$ cat config.mk
export PLATFORM = sky130hd
export DESIGN_NAME = playfair_digraph_encrypt
export DESIGN_NICKNAME = d
export VERILOG_FILES = /design/src/design/pde_pkg.sv /design/src/design/pde_datapath.sv /design/src/design/pde_ctrl.sv /design/src/design/playfair_digraph_encrypt.sv
export SDC_FILE = /design/constraint.sdc
export NUM_CORES = 1
export LEC_CHECK = 0
export BUFFER_PORTS_ARGS = -buffer_cell sky130_fd_sc_hd__buf_2
export CORE_MARGIN = 2
export CORE_UTILIZATION = 64
export DETAILED_ROUTE_END_ITERATION = 6
export GPL_ROUTABILITY_DRIVEN = 0
export PLACE_DENSITY = 0.81
export SETUP_SLACK_MARGIN = 0.15
export SLEW_MARGIN = 20
export SYNTH_ARGS = -nofsm -noshare
export SYNTH_HDL_FRONTEND = slang
export SYNTH_HIERARCHICAL = 1
export SYNTH_SLANG_ARGS = --single-unit
$ cat constraint.sdc
create_clock -name clock -period 8.7 [get_ports clock]
set_clock_uncertainty 0.15 [all_clocks]
set_input_delay 1.74 -clock clock [delete_from_list [all_inputs] [get_ports clock]]
set_output_delay 1.74 -clock clock [all_outputs]
set_load 0.03 [all_outputs]
$ cat src/design/pde_pkg.sv
// ----------------------------------------------------------------------------
// pde_pkg
// shared constants, types and square geometry helpers for the playfair block
// ----------------------------------------------------------------------------
package pde_pkg;

   localparam int SQUARE_SIDE = 5;
   localparam int CELL_COUNT  = SQUARE_SIDE * SQUARE_SIDE;
   localparam int ALPHABET    = 26;
   localparam int LETTER_W    = 5;
   localparam int POS_W       = $clog2(CELL_COUNT);
   localparam int ROW_W       = $clog2(SQUARE_SIDE);
   localparam int SWEEP_W     = $clog2(ALPHABET + 1);

   localparam logic [LETTER_W-1:0] LETTER_I    = LETTER_W'(8);
   localparam logic [LETTER_W-1:0] LETTER_J    = LETTER_W'(9);
   localparam logic [LETTER_W-1:0] LETTER_X    = LETTER_W'(23);
   localparam logic [LETTER_W-1:0] LETTER_LAST = LETTER_W'(ALPHABET - 1);

   typedef enum logic [1:0] {
      CMD_KEY   = 2'd0,
      CMD_PLAIN = 2'd1,
      CMD_CLEAR = 2'd2
   } pde_command_type;

   // controller to datapath
   typedef struct packed {
      logic latch;
      logic decide;
      logic fill;
      logic plan;
      logic flush;
      logic pos;
      logic cell_rd;
      logic send_b;
   } pde_cmd_type;

   // datapath to controller
   typedef struct packed {
      logic is_plain;
      logic complete;
      logic sweep_last;
      logic plan_pair;
      logic flush_pair;
      logic pair_last;
   } pde_status_type;

   function automatic logic [ROW_W-1:0] pos_row(input logic [POS_W-1:0] pos);
      logic [ROW_W-1:0] r;
      r = '0;
      for (int k = 1; k < SQUARE_SIDE; k++) begin
         if (pos >= POS_W'(k * SQUARE_SIDE)) r = r + ROW_W'(1);
      end
      return r;
   endfunction

   function automatic logic [ROW_W-1:0] pos_col(input logic [POS_W-1:0] pos);
      logic [POS_W-1:0] base;
      base = POS_W'(int'(pos_row(pos)) * SQUARE_SIDE);
      return ROW_W'(pos - base);
   endfunction

   function automatic logic [ROW_W-1:0] wrap_inc(input logic [ROW_W-1:0] v);
      return (v == ROW_W'(SQUARE_SIDE - 1)) ? '0 : v + ROW_W'(1);
   endfunction

   function automatic logic [POS_W-1:0] cell_index(input logic [ROW_W-1:0] row,
                                                   input logic [ROW_W-1:0] col);
      return POS_W'(int'(row) * SQUARE_SIDE + int'(col));
   endfunction

endpackage

$ cat src/design/pde_datapath.sv
// ----------------------------------------------------------------------------
// pde_datapath
// key square storage, letter position table, pairing state and pair lookup
// ----------------------------------------------------------------------------
module pde_datapath (
   input  logic                             clock,
   input  logic                             reset,
   input  pde_pkg::pde_cmd_type             cmd,
   input  logic [1:0]                       req_command,
   input  logic [pde_pkg::LETTER_W-1:0]     req_letter,
   input  logic                             req_end,
   output pde_pkg::pde_status_type          stat,
   output logic [pde_pkg::LETTER_W-1:0]     cipher_letter,
   output logic                             last_of_run
);

   localparam int LW = pde_pkg::LETTER_W;
   localparam int PW = pde_pkg::POS_W;
   localparam int RW = pde_pkg::ROW_W;
   localparam int SW = pde_pkg::SWEEP_W;

   // item registers
   logic [1:0]      item_cmd_ff;
   logic [LW-1:0]   item_letter_ff;
   logic            item_end_ff;

   logic [pde_pkg::ALPHABET-1:0] used_ff, used_in;
   logic [SW-1:0]   fill_ff, fill_in;
   logic            complete_ff, complete_in;
   logic [LW-1:0]   held_ff, held_in;
   logic            held_valid_ff, held_valid_in;
   logic [SW-1:0]   sweep_ff, sweep_in;
   logic [LW-1:0]   pair_a_ff, pair_a_in;
   logic [LW-1:0]   pair_b_ff, pair_b_in;
   logic            pair_last_ff, pair_last_in;

   logic [PW-1:0]   pos_a_ff, pos_b_ff;
   logic [LW-1:0]   res_x_ff, res_y_ff;

   logic [LW-1:0]   cell_mem [pde_pkg::CELL_COUNT];
   logic [PW-1:0]   pos_mem  [pde_pkg::ALPHABET];

   logic            letter_ok;
   logic [LW-1:0]   plain_letter;
   logic [LW-1:0]   sweep_letter;
   logic            room;
   logic            key_ok;
   logic            fill_ok;
   logic            wr_en;
   logic [LW-1:0]   wr_letter;
   logic [PW-1:0]   wr_cell;
   logic [RW-1:0]   ra, ca, rb, cb;
   logic [RW-1:0]   xr, xc, yr, yc;

   assign letter_ok    = item_letter_ff <= pde_pkg::LETTER_LAST;
   assign plain_letter = (item_letter_ff == pde_pkg::LETTER_J) ? pde_pkg::LETTER_I
                                                               : item_letter_ff;
   assign sweep_letter = LW'(sweep_ff);
   assign room         = fill_ff < SW'(pde_pkg::CELL_COUNT);
   assign wr_cell      = PW'(fill_ff);

   assign key_ok  = !complete_ff && letter_ok && item_letter_ff != pde_pkg::LETTER_J &&
                    !used_ff[item_letter_ff] && room;
   assign fill_ok = sweep_letter != pde_pkg::LETTER_J && !used_ff[sweep_letter] && room;

   assign wr_en     = (cmd.decide && item_cmd_ff == pde_pkg::CMD_KEY && key_ok) ||
                      (cmd.fill && fill_ok);
   assign wr_letter = cmd.fill ? sweep_letter : item_letter_ff;

   // status
   assign stat.is_plain   = item_cmd_ff == pde_pkg::CMD_PLAIN;
   assign stat.complete   = complete_ff;
   assign stat.sweep_last = sweep_letter == pde_pkg::LETTER_LAST;
   assign stat.plan_pair  = letter_ok && held_valid_ff;
   assign stat.flush_pair = item_end_ff && held_valid_ff;
   assign stat.pair_last  = pair_last_ff;

   always_comb begin
      used_in       = used_ff;
      fill_in       = fill_ff;
      complete_in   = complete_ff;
      held_in       = held_ff;
      held_valid_in = held_valid_ff;
      sweep_in      = sweep_ff;
      pair_a_in     = pair_a_ff;
      pair_b_in     = pair_b_ff;
      pair_last_in  = pair_last_ff;

      if (wr_en) begin
         used_in = used_ff | (pde_pkg::ALPHABET'(1) << wr_letter);
         fill_in = fill_ff + SW'(1);
      end

      if (cmd.decide) begin
         sweep_in = '0;
         unique case (item_cmd_ff)
            pde_pkg::CMD_CLEAR: begin
               used_in       = '0;
               fill_in       = '0;
               complete_in   = 1'b0;
               held_in       = '0;
               held_valid_in = 1'b0;
            end
            default: begin
            end
         endcase
      end

      if (cmd.fill) begin
         sweep_in = sweep_ff + SW'(1);
         if (stat.sweep_last) complete_in = 1'b1;
      end

      if (cmd.plan && letter_ok) begin
         if (!held_valid_ff) begin
            held_in       = plain_letter;
            held_valid_in = 1'b1;
         end else if (held_ff == plain_letter) begin
            // doubled letter: split with x filler, keep the letter held
            pair_a_in    = held_ff;
            pair_b_in    = pde_pkg::LETTER_X;
            pair_last_in = !item_end_ff;
         end else begin
            pair_a_in     = held_ff;
            pair_b_in     = plain_letter;
            pair_last_in  = 1'b1;
            held_in       = '0;
            held_valid_in = 1'b0;
         end
      end

      if (cmd.flush && stat.flush_pair) begin
         pair_a_in     = held_ff;
         pair_b_in     = pde_pkg::LETTER_X;
         pair_last_in  = 1'b1;
         held_in       = '0;
         held_valid_in = 1'b0;
      end
   end

   always_ff @(posedge clock) begin
      if (reset) begin
         used_ff       <= '0;
         fill_ff       <= '0;
         complete_ff   <= 1'b0;
         held_ff       <= '0;
         held_valid_ff <= 1'b0;
         sweep_ff      <= '0;
         pair_last_ff  <= 1'b0;
      end else begin
         used_ff       <= used_in;
         fill_ff       <= fill_in;
         complete_ff   <= complete_in;
         held_ff       <= held_in;
         held_valid_ff <= held_valid_in;
         sweep_ff      <= sweep_in;
         pair_last_ff  <= pair_last_in;
      end
   end

   always_ff @(posedge clock) begin
      pair_a_ff <= pair_a_in;
      pair_b_ff <= pair_b_in;
      if (cmd.latch) begin
         item_cmd_ff    <= req_command;
         item_letter_ff <= req_letter;
         item_end_ff    <= req_end;
      end
   end

   // pair geometry from looked-up positions
   always_comb begin
      ra = pde_pkg::pos_row(pos_a_ff);
      ca = pde_pkg::pos_col(pos_a_ff);
      rb = pde_pkg::pos_row(pos_b_ff);
      cb = pde_pkg::pos_col(pos_b_ff);
      if (ra == rb) begin
         xr = ra;
         xc = pde_pkg::wrap_inc(ca);
         yr = rb;
         yc = pde_pkg::wrap_inc(cb);
      end else if (ca == cb) begin
         xr = pde_pkg::wrap_inc(ra);
         xc = ca;
         yr = pde_pkg::wrap_inc(rb);
         yc = cb;
      end else begin
         xr = ra;
         xc = cb;
         yr = rb;
         yc = ca;
      end
   end

   // square and position memories, one write port, two registered read ports
   always_ff @(posedge clock) begin
      if (wr_en) begin
         cell_mem[wr_cell]  <= wr_letter;
         pos_mem[wr_letter] <= wr_cell;
      end
      if (cmd.pos) begin
         pos_a_ff <= pos_mem[pair_a_ff];
         pos_b_ff <= pos_mem[pair_b_ff];
      end
      if (cmd.cell_rd) begin
         res_x_ff <= cell_mem[pde_pkg::cell_index(xr, xc)];
         res_y_ff <= cell_mem[pde_pkg::cell_index(yr, yc)];
      end
   end

   assign cipher_letter = cmd.send_b ? res_y_ff : res_x_ff;
   assign last_of_run   = cmd.send_b && pair_last_ff;

endmodule

$ cat src/design/pde_ctrl.sv
// ----------------------------------------------------------------------------
// pde_ctrl
// sequencer for item decode, square completion, pair lookup and result send
// ----------------------------------------------------------------------------
module pde_ctrl (
   input  logic                    clock,
   input  logic                    reset,
   input  logic                    req_tvalid,
   output logic                    req_tready,
   output logic                    rsp_tvalid,
   input  logic                    rsp_tready,
   input  pde_pkg::pde_status_type stat,
   output pde_pkg::pde_cmd_type    cmd
);

   typedef enum logic [8:0] {
      ST_IDLE   = 9'b000000001,
      ST_DECIDE = 9'b000000010,
      ST_FILL   = 9'b000000100,
      ST_PLAN   = 9'b000001000,
      ST_FLUSH  = 9'b000010000,
      ST_POS    = 9'b000100000,
      ST_CELL   = 9'b001000000,
      ST_SEND_A = 9'b010000000,
      ST_SEND_B = 9'b100000000
   } state_type;

   state_type state_ff, state_in;

   assign req_tready = state_ff == ST_IDLE;
   assign rsp_tvalid = state_ff == ST_SEND_A || state_ff == ST_SEND_B;

   assign cmd.latch   = req_tvalid && req_tready;
   assign cmd.decide  = state_ff == ST_DECIDE;
   assign cmd.fill    = state_ff == ST_FILL;
   assign cmd.plan    = state_ff == ST_PLAN;
   assign cmd.flush   = state_ff == ST_FLUSH;
   assign cmd.pos     = state_ff == ST_POS;
   assign cmd.cell_rd = state_ff == ST_CELL;
   assign cmd.send_b  = state_ff == ST_SEND_B;

   always_comb begin
      state_in = state_ff;
      unique case (state_ff)
         ST_IDLE:   if (req_tvalid) state_in = ST_DECIDE;
         ST_DECIDE: begin
            if (!stat.is_plain)     state_in = ST_IDLE;
            else if (stat.complete) state_in = ST_PLAN;
            else                    state_in = ST_FILL;
         end
         ST_FILL:   if (stat.sweep_last) state_in = ST_PLAN;
         ST_PLAN:   state_in = stat.plan_pair ? ST_POS : ST_FLUSH;
         ST_FLUSH:  state_in = stat.flush_pair ? ST_POS : ST_IDLE;
         ST_POS:    state_in = ST_CELL;
         ST_CELL:   state_in = ST_SEND_A;
         ST_SEND_A: if (rsp_tready) state_in = ST_SEND_B;
         ST_SEND_B: begin
            if (rsp_tready) state_in = stat.pair_last ? ST_IDLE : ST_FLUSH;
         end
         default:   state_in = ST_IDLE;
      endcase
   end

   always_ff @(posedge clock) begin
      if (reset) begin
         state_ff <= ST_IDLE;
      end else begin
         state_ff <= state_in;
      end
   end

endmodule

$ cat src/design/playfair_digraph_encrypt.sv
// ----------------------------------------------------------------------------
// playfair_digraph_encrypt
// playfair encryptor: builds a 5x5 key square from key letters, pairs
// plaintext letters and sends the cipher letters of each pair
// ----------------------------------------------------------------------------
// one item at a time: key, clear and ignored items pass through decide only
// a plaintext item goes decide, plan, then flush or, for a pair, pos, cell,
// send a and send b; with end of text a held letter is sent as a flush pair
// with x filler, alone or after a pair
// first plaintext after a clear or reset adds a completion sweep of the alphabet
// each pair takes two registered memory reads (position, then cell)
// reset clears control state and the square bookkeeping; memories are not swept
module playfair_digraph_encrypt (
   input  logic       clock,
   input  logic       reset,
   // input items
   input  logic       req_tvalid,
   output logic       req_tready,
   input  logic [7:0] req_tdata,   // [4:0] letter, [7:5] zero
   input  logic [1:0] req_tuser,   // [1:0] command
   input  logic       req_tlast,   // end of text
   // result items
   output logic       rsp_tvalid,
   input  logic       rsp_tready,
   output logic [7:0] rsp_tdata,   // [4:0] cipher letter, [7:5] zero
   output logic       rsp_tlast    // last result of the input item
);

   pde_pkg::pde_cmd_type    cmd;
   pde_pkg::pde_status_type stat;
   logic [pde_pkg::LETTER_W-1:0] cipher_letter;

   // sequencer
   pde_ctrl u_ctrl (
      .clock      (clock),
      .reset      (reset),
      .req_tvalid (req_tvalid),
      .req_tready (req_tready),
      .rsp_tvalid (rsp_tvalid),
      .rsp_tready (rsp_tready),
      .stat       (stat),
      .cmd        (cmd)
   );

   // square storage and pair lookup
   pde_datapath u_datapath (
      .clock         (clock),
      .reset         (reset),
      .cmd           (cmd),
      .req_command   (req_tuser),
      .req_letter    (req_tdata[pde_pkg::LETTER_W-1:0]),
      .req_end       (req_tlast),
      .stat          (stat),
      .cipher_letter (cipher_letter),
      .last_of_run   (rsp_tlast)
   );

   // letter in the low bits, zero fill up to the byte
   assign rsp_tdata = {{(8 - pde_pkg::LETTER_W){1'b0}}, cipher_letter};

   // no new item while a result is pending
   a_one_item: assert property (@(posedge clock) disable iff (reset)
      rsp_tvalid |-> !req_tready)
      else $error("input taken while a result is pending");

   // lookups only run on a completed square
   a_square_done: assert property (@(posedge clock) disable iff (reset)
      cmd.pos |-> stat.complete)
      else $error("pair lookup before square completion");

   // the last result of an item frees the input side
   a_last_frees: assert property (@(posedge clock) disable iff (reset)
      (rsp_tvalid && rsp_tready && rsp_tlast) |=> req_tready)
      else $error("input not ready after last result");

endmodule
==> metrics.md, run 1 <==
| Metric | Value |
|---|---|
| Status | complete, no violations |
| Worst endpoint required time | 8.80 ns |
| WL/cell | 25.8 µm |
| Placed instance count | 1503 |
| Primary FF master, synth | edfxtp_1 |
| Residual DRC | 0 |
| Filler cells | 1763 |
| # port buffers | 19 |
| Vias in the first global route | 10.5k |
| Hold Path End | u_datapath/pair_a_ff[1] |
| Crit path DAT | 7.50 ns |
| # diodes | 0 |
| CTS tree | built |
| Period utilisation layout | 0.851 |
| Fin nets | 1219 |
| # hold bufs at CTS | 0 |
| Dpl hpwl | 27000 µm |
| PostCTS Resize Cnt | 0 |
| HP Start | u_datapath/held_ff[1] |
| Antenna violations before repair | 0 |
| R2R cell count | 21 |
| Mapped Cells | 1164 |
| Sequential Power Share | 0.518 |
| Worst min-delay path class | flop to flop |
| WL final | 40400 µm |
| Met3 routed WL | 3230 µm |
| Post-CTS Setup Repair Bufs | 0 |
| Psw | 0.763 mW |
| Switching part of the total | 0.214 |
| Max FO, Critical Path | 13 |
| Via/cell ratio | 6.74 |
| Highest-delay cell along the critical path | xor2_1 |
| P&R area growth vs syn | 8.78% |
| Core area | 0.0276 mm² |
| Netlist Area Pre-Place | 0.0178 mm² |
| Yosys top cell area share | 0.486 |
| DIE WIDTH | 171 µm |
| Tmin final | 7.40 ns |
| Cell variety after synth | 83 |
| Clock sink count | 346 |
| Most frequent cell after synthesis | edfxtp_1 |
| Clock network power share | 0.437 |
| Wire length on met2 | 20600 µm |
| DRT Pass-1 Iters | 6 |
| Worst slew pin tran | 1.16 ns |
| CP Launch Type | flop |
| Mean Syn Cell Area | 15.3 µm² |
| Post-synth ARST share | 0 |
| Part of the power in combinational logic | 0.045 |
| Root buf cell | clkbuf_16 |
| Routed Antenna Nets | 0 |
| # rows | 61 |
| Initial DRC Count | 1032 |
| Clk Latency, worst-skew pair | 0.52 ns |
| Layout Cells excl Fill | 1567 |
| Synth Warn # | 6 |
| CTS Buf Count | 36 |
| M1 WL | 15000 µm |
| Max Slew Vio Count | 0 |
| Relative slew slack | 0.225 |
| Largest area contributor in the netlist | edfxtp_1 |
| Flop2flop setup slack | 1.30 ns |
| Die Height | 171 µm |
| Sum Neg Setup Slack | 0 ns |
| Hold depth | 0 |
| Largest net degree at the start of global routing | 37 |
| Peak supply drop | 0.186 mV |
| Cell internal pwr | 2.80 mW |
| Die area | 0.0292 mm² |
| Max-cap viol count | 0 |
| FF-to-FF End | u_datapath/res_x_ff[4] |
| DR vias | 10.6k |
| #FFs+latches synth | 346 |
| Worst Setup End Kind | flop |
| RSZ-0062 raised after global routing | false |
| Reg clk slew, reported paths | 0.06 ns |
| H-tree lvl count | 2 |
| Clock Tree Buf Depth | 3 |
| Hold Violations, Final | 0 |
| Max Used Layer | met4 |
| Fmax | 135 MHz |
| Placed Instance Area | 0.0182 mm² |
| Pwr/cell area | 184 mW/mm² |
| Max incr delay on CP | 0.73 ns |
| GRT Total Usage | 0.286 |
| Commonest cells post-synth | 288 x edfxtp_1, 153 x mux4_2, 97 x nor2_1, 58 x dfxtp_1, 55 x nand2_1 |
| CP dominant cell by count | ha_1 |
| Final Cell Area | 0.0194 mm² |
| Hold WS | 0.344 ns |
| Reg2reg start | u_datapath/pos_b_ff[2] |
| I/O Pins | 26 |
| Synth area leaders | edfxtp_1 49%, mux4_2 19%, dfxtp_1 6.5% |
| Final setup vio count | 0 |
| Post-synthesis sequential area ratio | 0.551 |
| Kind of critical path | flop to flop |
| Post-synth EDFFs | 288 |
| Total congestion overflow | 0 |
| CP cell instances | o21a_1, nor2_1, ha_1, xor2_1, ha_1, nand2b_1, o32ai_2, inv_2, fa_1, xnor2_1, xnor2_2, xnor2_1, a211oi_4, a21oi_1, a41o_2, ha_1, ha_1, fa_1, xor2_1, mux4_2, mux2_4 |
| Post-layout util | 0.703 |
| P_leak | 6.28 nW |
| Initial Util | 0.646 |
| First-pass GRT wire length | 61800 µm |
| Layout cells sized above 1 | 0.265 |
## how the worst max path moves through the flow
stage                           startpoint                endpoint  slack [ns]  cells after the start
floorplan           u_datapath/pos_b_ff[2]  u_datapath/res_x_ff[0]        2.23                     23
global placement    u_datapath/pos_b_ff[2]  u_datapath/res_x_ff[3]        1.46                     21
detailed placement  u_datapath/pos_b_ff[2]  u_datapath/res_x_ff[3]        1.27                     21
CTS                 u_datapath/pos_b_ff[2]  u_datapath/res_x_ff[4]        1.26                     21
global route        u_datapath/pos_b_ff[2]  u_datapath/res_x_ff[4]        0.84                     21
finish              u_datapath/pos_b_ff[2]  u_datapath/res_x_ff[4]        1.30                     21
## flip-flops by register name, indices dropped and copies added (netlist names), 9 cells and up
| register | flops |
|---|---|
| u_ctrl/state_ff | 9 |
| u_datapath/used_ff | 26 |
| u_datapath/cell_mem | 125 |
| u_datapath/pos_mem | 130 |
## critical path: cells and delay by family (launching register included)
family,cells,cell delay [ns]
adder cells (fa/ha/maj),6,2.16
XOR/XNOR,5,1.59
AO/OA/AOI/OAI,5,1.34
multiplexers,2,0.92
flip-flops,1,0.51
AND/OR/NAND/NOR,2,0.35
buffers and inverters,1,0.11
## area by class of cell
type / count / area (µm²) / share of cell area
inverters: 33 / 124 / 0.00640
repair buffers: 35 / 215 / 0.0111
well taps: 378 / 473 / 0.0244
flip-flops and latches: 346 / 9810 / 0.507
multi-input cells: 711 / 7540 / 0.389
clock inverters: 20 / 238 / 0.0123
clock buffers: 44 / 962 / 0.0497
## cells by family (layout without fill, tap and decap cells)
kind of cell / Yosys count / after routing / synth area share
buffers and inverters: 109 / 132 / 0.0268
AND/OR/NAND/NOR: 266 / 266 / 0.0780
XOR/XNOR: 34 / 34 / 0.0201
adder cells (fa/ha/maj): 41 / 41 / 0.0305
flip-flops: 346 / 346 / 0.551
multiplexers: 210 / 210 / 0.230
other: 1 / 3 / 0.000211
AO/OA/AOI/OAI: 157 / 157 / 0.0638
## per-stage QoR
stage	power, mW	setup WS (ns)
2_1_floorplan	1.98	2.23
3_3_place_gp	2.03	1.46
3_5_place_dp	2.03	1.27
4_1_cts	3.57	1.26
5_1_grt	3.65	0.842
6_report	3.56	1.30
## layer usage
layer,global-route usage,vias to the layer above
li1,-,4625
met1,0.376,5288
met2,0.483,550
met3,0.0412,105
met4,0.122,0
met5,0,-
## cell usage in the layout, fill, tap and decap left out, drive strengths merged, types with 5 or more instances in the layout
| master | instances |
|---|---|
| xnor2 | 21 |
| mux4 | 153 |
| clkbuf | 44 |
| edfxtp | 288 |
| o21ai | 32 |
| buf | 35 |
| nor3 | 16 |
| inv | 35 |
| dfxtp | 58 |
| a22oi | 6 |
| nand3b | 6 |
| a211oi | 14 |
| ha | 37 |
| nor4b | 5 |
| a22o | 13 |
| mux2 | 27 |
| bufinv | 5 |
| o21a | 19 |
| clkinv | 11 |
| nand2 | 58 |
| nor3b | 6 |
| a21oi | 36 |
| nand3 | 13 |
| and2 | 9 |
| xor2 | 13 |
| nor2 | 97 |
| nor2b | 17 |
| nand2b | 11 |
| mux2i | 30 |
## power groups by stage
stage	sequential [mW]	clock, mW	combinational (mW)
after global placement	1.88	0	0.148
after detailed placement	1.88	0	0.153
after global routing	1.85	1.63	0.170
after floorplan	1.86	0	0.120
after CTS	1.84	1.57	0.154
final	1.85	1.56	0.159
(Power assumes the default switching activity.)
==> inputs of run 2 (changes only) <==
GPL_TIMING_DRIVEN = 0   (was not set)
PLACE_DENSITY = 0.86   (was 0.81)
==> metrics.md, run 2 (synthesis results as in run 1) <==
| Metric | Value |
|---|---|
| Status | complete, no violations (unchanged) |
| Worst Setup End Kind | flop (unchanged) |
| Most frequent cells in the layout | 288 x edfxtp_1, 153 x mux4_2, 97 x nor2_1, 55 x nand2_1, 55 x dfxtp_1 (was 288 x edfxtp_1, 153 x mux4_2, 97 x nor2_1, 56 x dfxtp_1, 55 x nand2_1) |
| Layout Cells excl Fill | 1632 (was 1567) |
| Highest-delay cell along the critical path | clkbuf_1 (was xor2_1) |
| H-tree lvl count | 2 (unchanged) |
| Fmax | 135 MHz (about the same) |
| Final Cell Area | 0.0196 mm² (was 0.0194 mm²) |
| First-pass GRT wire length | 64800 µm (was 61800 µm) |
| # port buffers | 19 (unchanged) |
| Clock Tree Buf Depth | 3 (unchanged) |
| Worst slew pin tran | 1.08 ns (was 1.16 ns) |
| Layout cells sized above 1 | 0.262 (was 0.265) |
| Number of flip-flops in the largest register | 130 (unchanged) |
| Placed Instance Area | 0.0184 mm² (was 0.0182 mm²) |
| # diodes | 0 (unchanged) |
| Flip-flop and latch area | 0.00981 mm² (about the same) |
| Relative slew slack | 0.274 (was 0.225) |
| Max incr delay on CP | 0.62 ns (was 0.73 ns) |
| Worst endpoint required time | 8.81 ns (was 8.80 ns) |
| Tmin final | 7.43 ns (was 7.40 ns) |
| Initial DRC Count | 1263 (was 1032) |
| Root buf cell | clkbuf_16 (unchanged) |
| Die area | 0.0292 mm² (unchanged) |
| CTS Buf Count | 37 (was 36) |
| Vias in the first global route | 11.1k (was 10.5k) |
| Total congestion overflow | 0 (unchanged) |
| Post-layout util | 0.713 (was 0.703) |
| Largest regs | u_datapath/pos_mem (130), u_datapath/cell_mem (125), u_datapath/used_ff (26) (unchanged) |
| Reg2reg start | u_datapath/pos_b_ff[4] (was u_datapath/pos_b_ff[2]) |
| FF-to-FF End | u_datapath/res_x_ff[2] (was u_datapath/res_x_ff[4]) |
| CTS tree | built (unchanged) |
| WL/cell | 26.3 µm (was 25.8 µm) |
| Tot Pwr | 3.60 mW (was 3.56 mW) |
| Max FO, Critical Path | 10 (was 13) |
| Die Height | 171 µm (unchanged) |
| # rows | 61 (unchanged) |
| Commonest non-fill, non-tap cell in the layout | edfxtp_1 (unchanged) |
| Max Slew Vio Count | 0 (unchanged) |
| Residual DRC | 0 (unchanged) |
| P&R area growth vs syn | 10.3% (was 8.78%) |
| Fin nets | 1281 (was 1219) |
| Filler cells | 1688 (was 1763) |
| Reg clk slew, reported paths | 0.06 ns (about the same) |
| Core area | 0.0276 mm² (unchanged) |
| Clk Latency, worst-skew pair | 0.52 ns (about the same) |
| Critical Path End | u_datapath/res_x_ff[2] (was u_datapath/res_x_ff[4]) |
| Worst Setup SP | u_datapath/pos_b_ff[4] (was u_datapath/pos_b_ff[2]) |
| Post-CTS Setup Repair Bufs | 0 (unchanged) |
| Hold WS | 0.344 ns (about the same) |
| Kind of critical path | flop to flop (unchanged) |
| Top reg by flops | u_datapath/pos_mem (unchanged) |
| WL final | 42900 µm (was 40400 µm) |
| GRT Total Usage | 0.302 (was 0.286) |
| Crit path DAT | 7.54 ns (was 7.50 ns) |
| Dpl hpwl | 29400 µm (was 27000 µm) |
| Period utilisation layout | 0.854 (was 0.851) |
| Peak supply drop | 0.169 mV (was 0.186 mV) |
| PostCTS Resize Cnt | 0 (unchanged) |
| # hold bufs at CTS | 0 (unchanged) |
| Routed Antenna Nets | 0 (unchanged) |
| Sum Neg Setup Slack | 0 ns (unchanged) |
| I/O Pins | 26 (unchanged) |
| Worst min-delay path class | flop to flop (unchanged) |
| Dpl ws | 1.37 ns (was 1.27 ns) |
| Largest net degree at the start of global routing | 36 (was 37) |
| Hold depth | 2 (was 0) |
| Clock sink count | 346 (unchanged) |
| DRT Pass-1 Iters | 5 (was 6) |
| DR vias | 11.1k (was 10.6k) |
| Max-cap viol count | 0 (unchanged) |
| Placed instance count | 1564 (was 1503) |
| CP dominant cell by count | ha_1 (unchanged) |
| P_leak | 6.41 nW (was 6.28 nW) |
| Setup ws final | 1.27 ns (was 1.30 ns) |
| Hold Violations, Final | 0 (unchanged) |
| DIE WIDTH | 171 µm (unchanged) |
| Initial Util | 0.646 (unchanged) |
| RSZ-0062 raised after global routing | false (unchanged) |
| Antenna violations before repair | 0 (unchanged) |
| CP Launch Type | flop (unchanged) |
| Via/cell ratio | 6.80 (was 6.74) |
| Final setup vio count | 0 (unchanged) |
| Multi-input logic area | 0.00754 mm² (about the same) |
| R2R cell count | 26 (was 21) |
| Flop2flop setup slack | 1.27 ns (was 1.30 ns) |
| Pwr/cell area | 183 mW/mm² (was 184 mW/mm²) |
## run 2: changes by cell type in the layout (fill, tap and decap cells not counted), moves of 2 or more
| cell | before | now |
|---|---|---|
| buf_1 | 0 | 12 |
| ha_2 | 2 | 0 |
| buf_4 | 16 | 7 |
| ha_1 | 35 | 37 |
| buf_6 | 0 | 3 |
| clkbuf_16 | 37 | 39 |
| clkbuf_8 | 1 | 4 |
| clkbuf_1 | 6 | 46 |
| buf_2 | 19 | 35 |
| bufinv_16 | 5 | 3 |
## run 2: how the worst min path moves through the flow
stage	from	end
after detailed placement	u_datapath/used_ff[21]	u_datapath/used_ff[21]
after floorplan	u_datapath/used_ff[21]	u_datapath/used_ff[21]
after CTS	u_datapath/used_ff[21]	u_datapath/used_ff[21]
after global placement	u_datapath/used_ff[20]	u_datapath/used_ff[20]
after global routing	u_datapath/used_ff[21]	u_datapath/used_ff[21]
final	u_datapath/used_ff[21]	u_datapath/used_ff[21]
## run 2: metal layers
layer,vias to the layer above,part of all wire,wire [µm],global-route usage
met4,0,0.050,2130,0.139
met1,5593,0.36,15300,0.373
li1,4756,-,-,-
met5,-,0,0,0
met3,140,0.074,3190,0.0396
met2,616,0.52,22300,0.533
## run 2: final cells by class
type                    instances  area share
repair buffers                 20     0.00510
clock buffers                  50      0.0538
multi-input cells             711       0.384
inverters                      33     0.00631
well taps                     378      0.0241
flip-flops and latches        346       0.500
plain buffers                  76      0.0180
clock inverters                18     0.00924
## run 2: critical path, delay by kind of cell (launching register included)
| family | cells | cell delay, ns |
|---|---|---|
| buffers and inverters | 6 | 1.85 |
| adder cells (fa/ha/maj) | 5 | 1.65 |
| multiplexers | 3 | 0.98 |
| AO/OA/AOI/OAI | 4 | 0.88 |
| XOR/XNOR | 4 | 0.83 |
| AND/OR/NAND/NOR | 4 | 0.42 |
| flip-flops | 1 | 0.41 |
## run 2: power breakdown
part           internal, mW  total, mW  switching (mW)
logic                0.0432      0.182           0.139
registers              1.82       1.83          0.0108
clock network         0.948       1.59           0.639
total                  2.81       3.60           0.788
==> inputs of run 3 (changes only) <==
REMOVE_ABC_BUFFERS = 1   (was not set)
==> metrics.md, run 3 (synthesis results as in run 1) <==
| Metric | Value |
|---|---|
| Status | complete, no violations (unchanged) |
| Vias in the first global route | 10.9k (was 11.1k) |
| Initial Util | 0.646 (unchanged) |
| Worst path bufs/invs | 1 (was 6) |
| Worst min-delay path class | flop to flop (unchanged) |
| Max incr delay on CP | 0.65 ns (was 0.62 ns) |
| Peak supply drop | 0.142 mV (was 0.169 mV) |
| Fmax | 133 MHz (was 135 MHz) |
| Clock Tree Buf Depth | 3 (unchanged) |
| FF-to-FF End | u_datapath/res_x_ff[3] (was u_datapath/res_x_ff[2]) |
| First-pass GRT wire length | 63600 µm (was 64800 µm) |
| Worst endpoint required time | 8.83 ns (was 8.81 ns) |
| Antenna violations before repair | 0 (unchanged) |
| Sum Neg Setup Slack | 0 ns (unchanged) |
| DRT Pass-1 Iters | 7 (was 5) |
| Kind of critical path | flop to flop (unchanged) |
| Hold WS | 0.351 ns (was 0.344 ns) |
| Hold depth | 1 (was 2) |
| Multi-input logic area | 0.00760 mm² (was 0.00754 mm²) |
| Commonest non-fill, non-tap cell in the layout | edfxtp_1 (unchanged) |
| Most frequent cells in the layout | 288 x edfxtp_1, 153 x mux4_2, 97 x nor2_1, 55 x nand2_1, 52 x dfxtp_1 (was 288 x edfxtp_1, 153 x mux4_2, 97 x nor2_1, 55 x nand2_1, 55 x dfxtp_1) |
| Worst slew pin tran | 1.12 ns (was 1.08 ns) |
| Tmin final | 7.50 ns (was 7.43 ns) |
| DIE WIDTH | 171 µm (unchanged) |
| Dpl hpwl | 27100 µm (was 29400 µm) |
| H-tree lvl count | 2 (unchanged) |
| I/O Pins | 26 (unchanged) |
| Number of flip-flops in the largest register | 130 (unchanged) |
| Residual DRC | 0 (unchanged) |
| PostCTS Resize Cnt | 0 (unchanged) |
| Highest-delay cell along the critical path | xor2_2 (was clkbuf_1) |
| Largest net degree at the start of global routing | 37 (was 36) |
| Post-CTS Setup Repair Bufs | 0 (unchanged) |
| Hold Violations, Final | 0 (unchanged) |
| # port buffers | 19 (unchanged) |
| Flop2flop setup slack | 1.20 ns (was 1.27 ns) |
| Root buf cell | clkbuf_16 (unchanged) |
| GRT Total Usage | 0.294 (was 0.302) |
| CTS Buf Count | 36 (was 37) |
| Relative slew slack | 0.251 (was 0.274) |
| Clock sink count | 346 (unchanged) |
| Setup ws final | 1.20 ns (was 1.27 ns) |
| # rows | 61 (unchanged) |
| Top reg by flops | u_datapath/pos_mem (unchanged) |
| Final setup vio count | 0 (unchanged) |
| R2R cell count | 21 (was 26) |
| Post-layout util | 0.706 (was 0.713) |
| Via/cell ratio | 7.02 (was 6.80) |
| Core area | 0.0276 mm² (unchanged) |
| Flip-flop and latch area | 0.00982 mm² (was 0.00981 mm²) |
| Max-cap viol count | 0 (unchanged) |
| CP cell instances | o21a_1, nor2_1, ha_1, xor2_1, ha_1, nand2b_1, o32ai_2, inv_2, fa_1, xnor2_1, xnor2_2, xnor2_1, a211oi_4, a21oi_1, a41o_2, ha_1, ha_1, fa_1, xor2_2, mux4_2, mux2_4 |
| WL final | 41800 µm (was 42900 µm) |
| Max Slew Vio Count | 0 (unchanged) |
| Initial DRC Count | 1465 (was 1263) |
| Largest regs | u_datapath/pos_mem (130), u_datapath/cell_mem (125), u_datapath/used_ff (26) (unchanged) |
| Dpl ws | 1.28 ns (was 1.37 ns) |
| Layout cells sized above 1 | 0.270 (was 0.262) |
| Hold Path End | u_datapath/used_ff[24] (was u_datapath/used_ff[21]) |
| Crit path DAT | 7.62 ns (was 7.54 ns) |
| Die Height | 171 µm (unchanged) |
| WL/cell | 26.7 µm (was 26.3 µm) |
| Clk Latency, worst-skew pair | 0.54 ns (was 0.52 ns) |
| Placed Instance Area | 0.0183 mm² (was 0.0184 mm²) |
| Routed Antenna Nets | 0 (unchanged) |
| DR vias | 11.0k (was 11.1k) |
| CP Launch Type | flop (unchanged) |
| P_leak | 6.27 nW (was 6.41 nW) |
| Period utilisation layout | 0.862 (was 0.854) |
| RSZ-0062 raised after global routing | false (unchanged) |
| CTS tree | built (unchanged) |
| Worst Setup SP | u_datapath/pos_b_ff[2] (was u_datapath/pos_b_ff[4]) |
| # hold bufs at CTS | 0 (unchanged) |
| Fin nets | 1211 (was 1281) |
| Final Cell Area | 0.0194 mm² (was 0.0196 mm²) |
| Total congestion overflow | 0 (unchanged) |
| Filler cells | 1647 (was 1688) |
| Top delay family on crit path | adder cells (was buffers and inverters) |
| P&R area growth vs syn | 9.23% (was 10.3%) |
| # diodes | 0 (unchanged) |
| CP dominant cell by count | ha_1 (unchanged) |
| Pwr/cell area | 181 mW/mm² (was 183 mW/mm²) |
| Max FO, Critical Path | 15 (was 10) |
| Worst Setup End Kind | flop (unchanged) |
| HP Start | u_datapath/used_ff[24] (was u_datapath/used_ff[21]) |
| Die area | 0.0292 mm² (unchanged) |
| Reg clk slew, reported paths | 0.07 ns (was 0.06 ns) |
| Reg2reg start | u_datapath/pos_b_ff[2] (was u_datapath/pos_b_ff[4]) |
[run 3: cell count changes in the layout (fill, tap and decap cells not counted), moves of 4 or more]
cell,previous run,this run
buf_2,35,19
buf_4,7,0
buf_1,12,0
ha_1,37,33
buf_16,0,4
clkbuf_1,46,10
[run 3: final cells by class]
class	instances	share of cell area
Sequential cell	346	0.505
Multi-Input combinational cell	711	0.391
Clock buffer	50	0.0522
Tap cell	378	0.0243
Timing Repair Buffer	27	0.0137
Clock inverter	16	0.00733
Inverter	33	0.00637
[run 3: worst max path at each step]
| stage | cells after the start | to |
|---|---|---|
| finish | 21 | u_datapath/res_x_ff[3] |
| global route | 21 | u_datapath/res_x_ff[3] |
| CTS | 21 | u_datapath/res_x_ff[3] |
| detailed placement | 21 | u_datapath/res_x_ff[3] |
| global placement | 18 | u_datapath/res_x_ff[4] |
| floorplan | 21 | u_datapath/res_x_ff[0] |
[run 3: per-layer routing]
layer / vias to the layer above / wire length (µm) / GRT usage
met3: 135 / 3300 / 0.0405
met5: - / 0 / 0
met2: 664 / 21700 / 0.510
li1: 4613 / - / -
met4: 0 / 1700 / 0.119
met1: 5542 / 15100 / 0.377
[run 3: stage by stage]
stage          std cells  total power [mW]
2_1_floorplan       1090              1.97
3_5_place_dp        1495              2.03
4_1_cts             1561              3.53
3_3_place_gp        1487              2.02
6_report            1561              3.53
5_1_grt             1561              3.61
[run 3: power breakdown]
part           switching [mW]  internal, mW  leakage, nW
Combinational           0.124        0.0391         2.70
Sequential             0.0260          1.82         3.00
Clock                   0.638         0.883        0.571
Total                   0.788          2.74         6.27
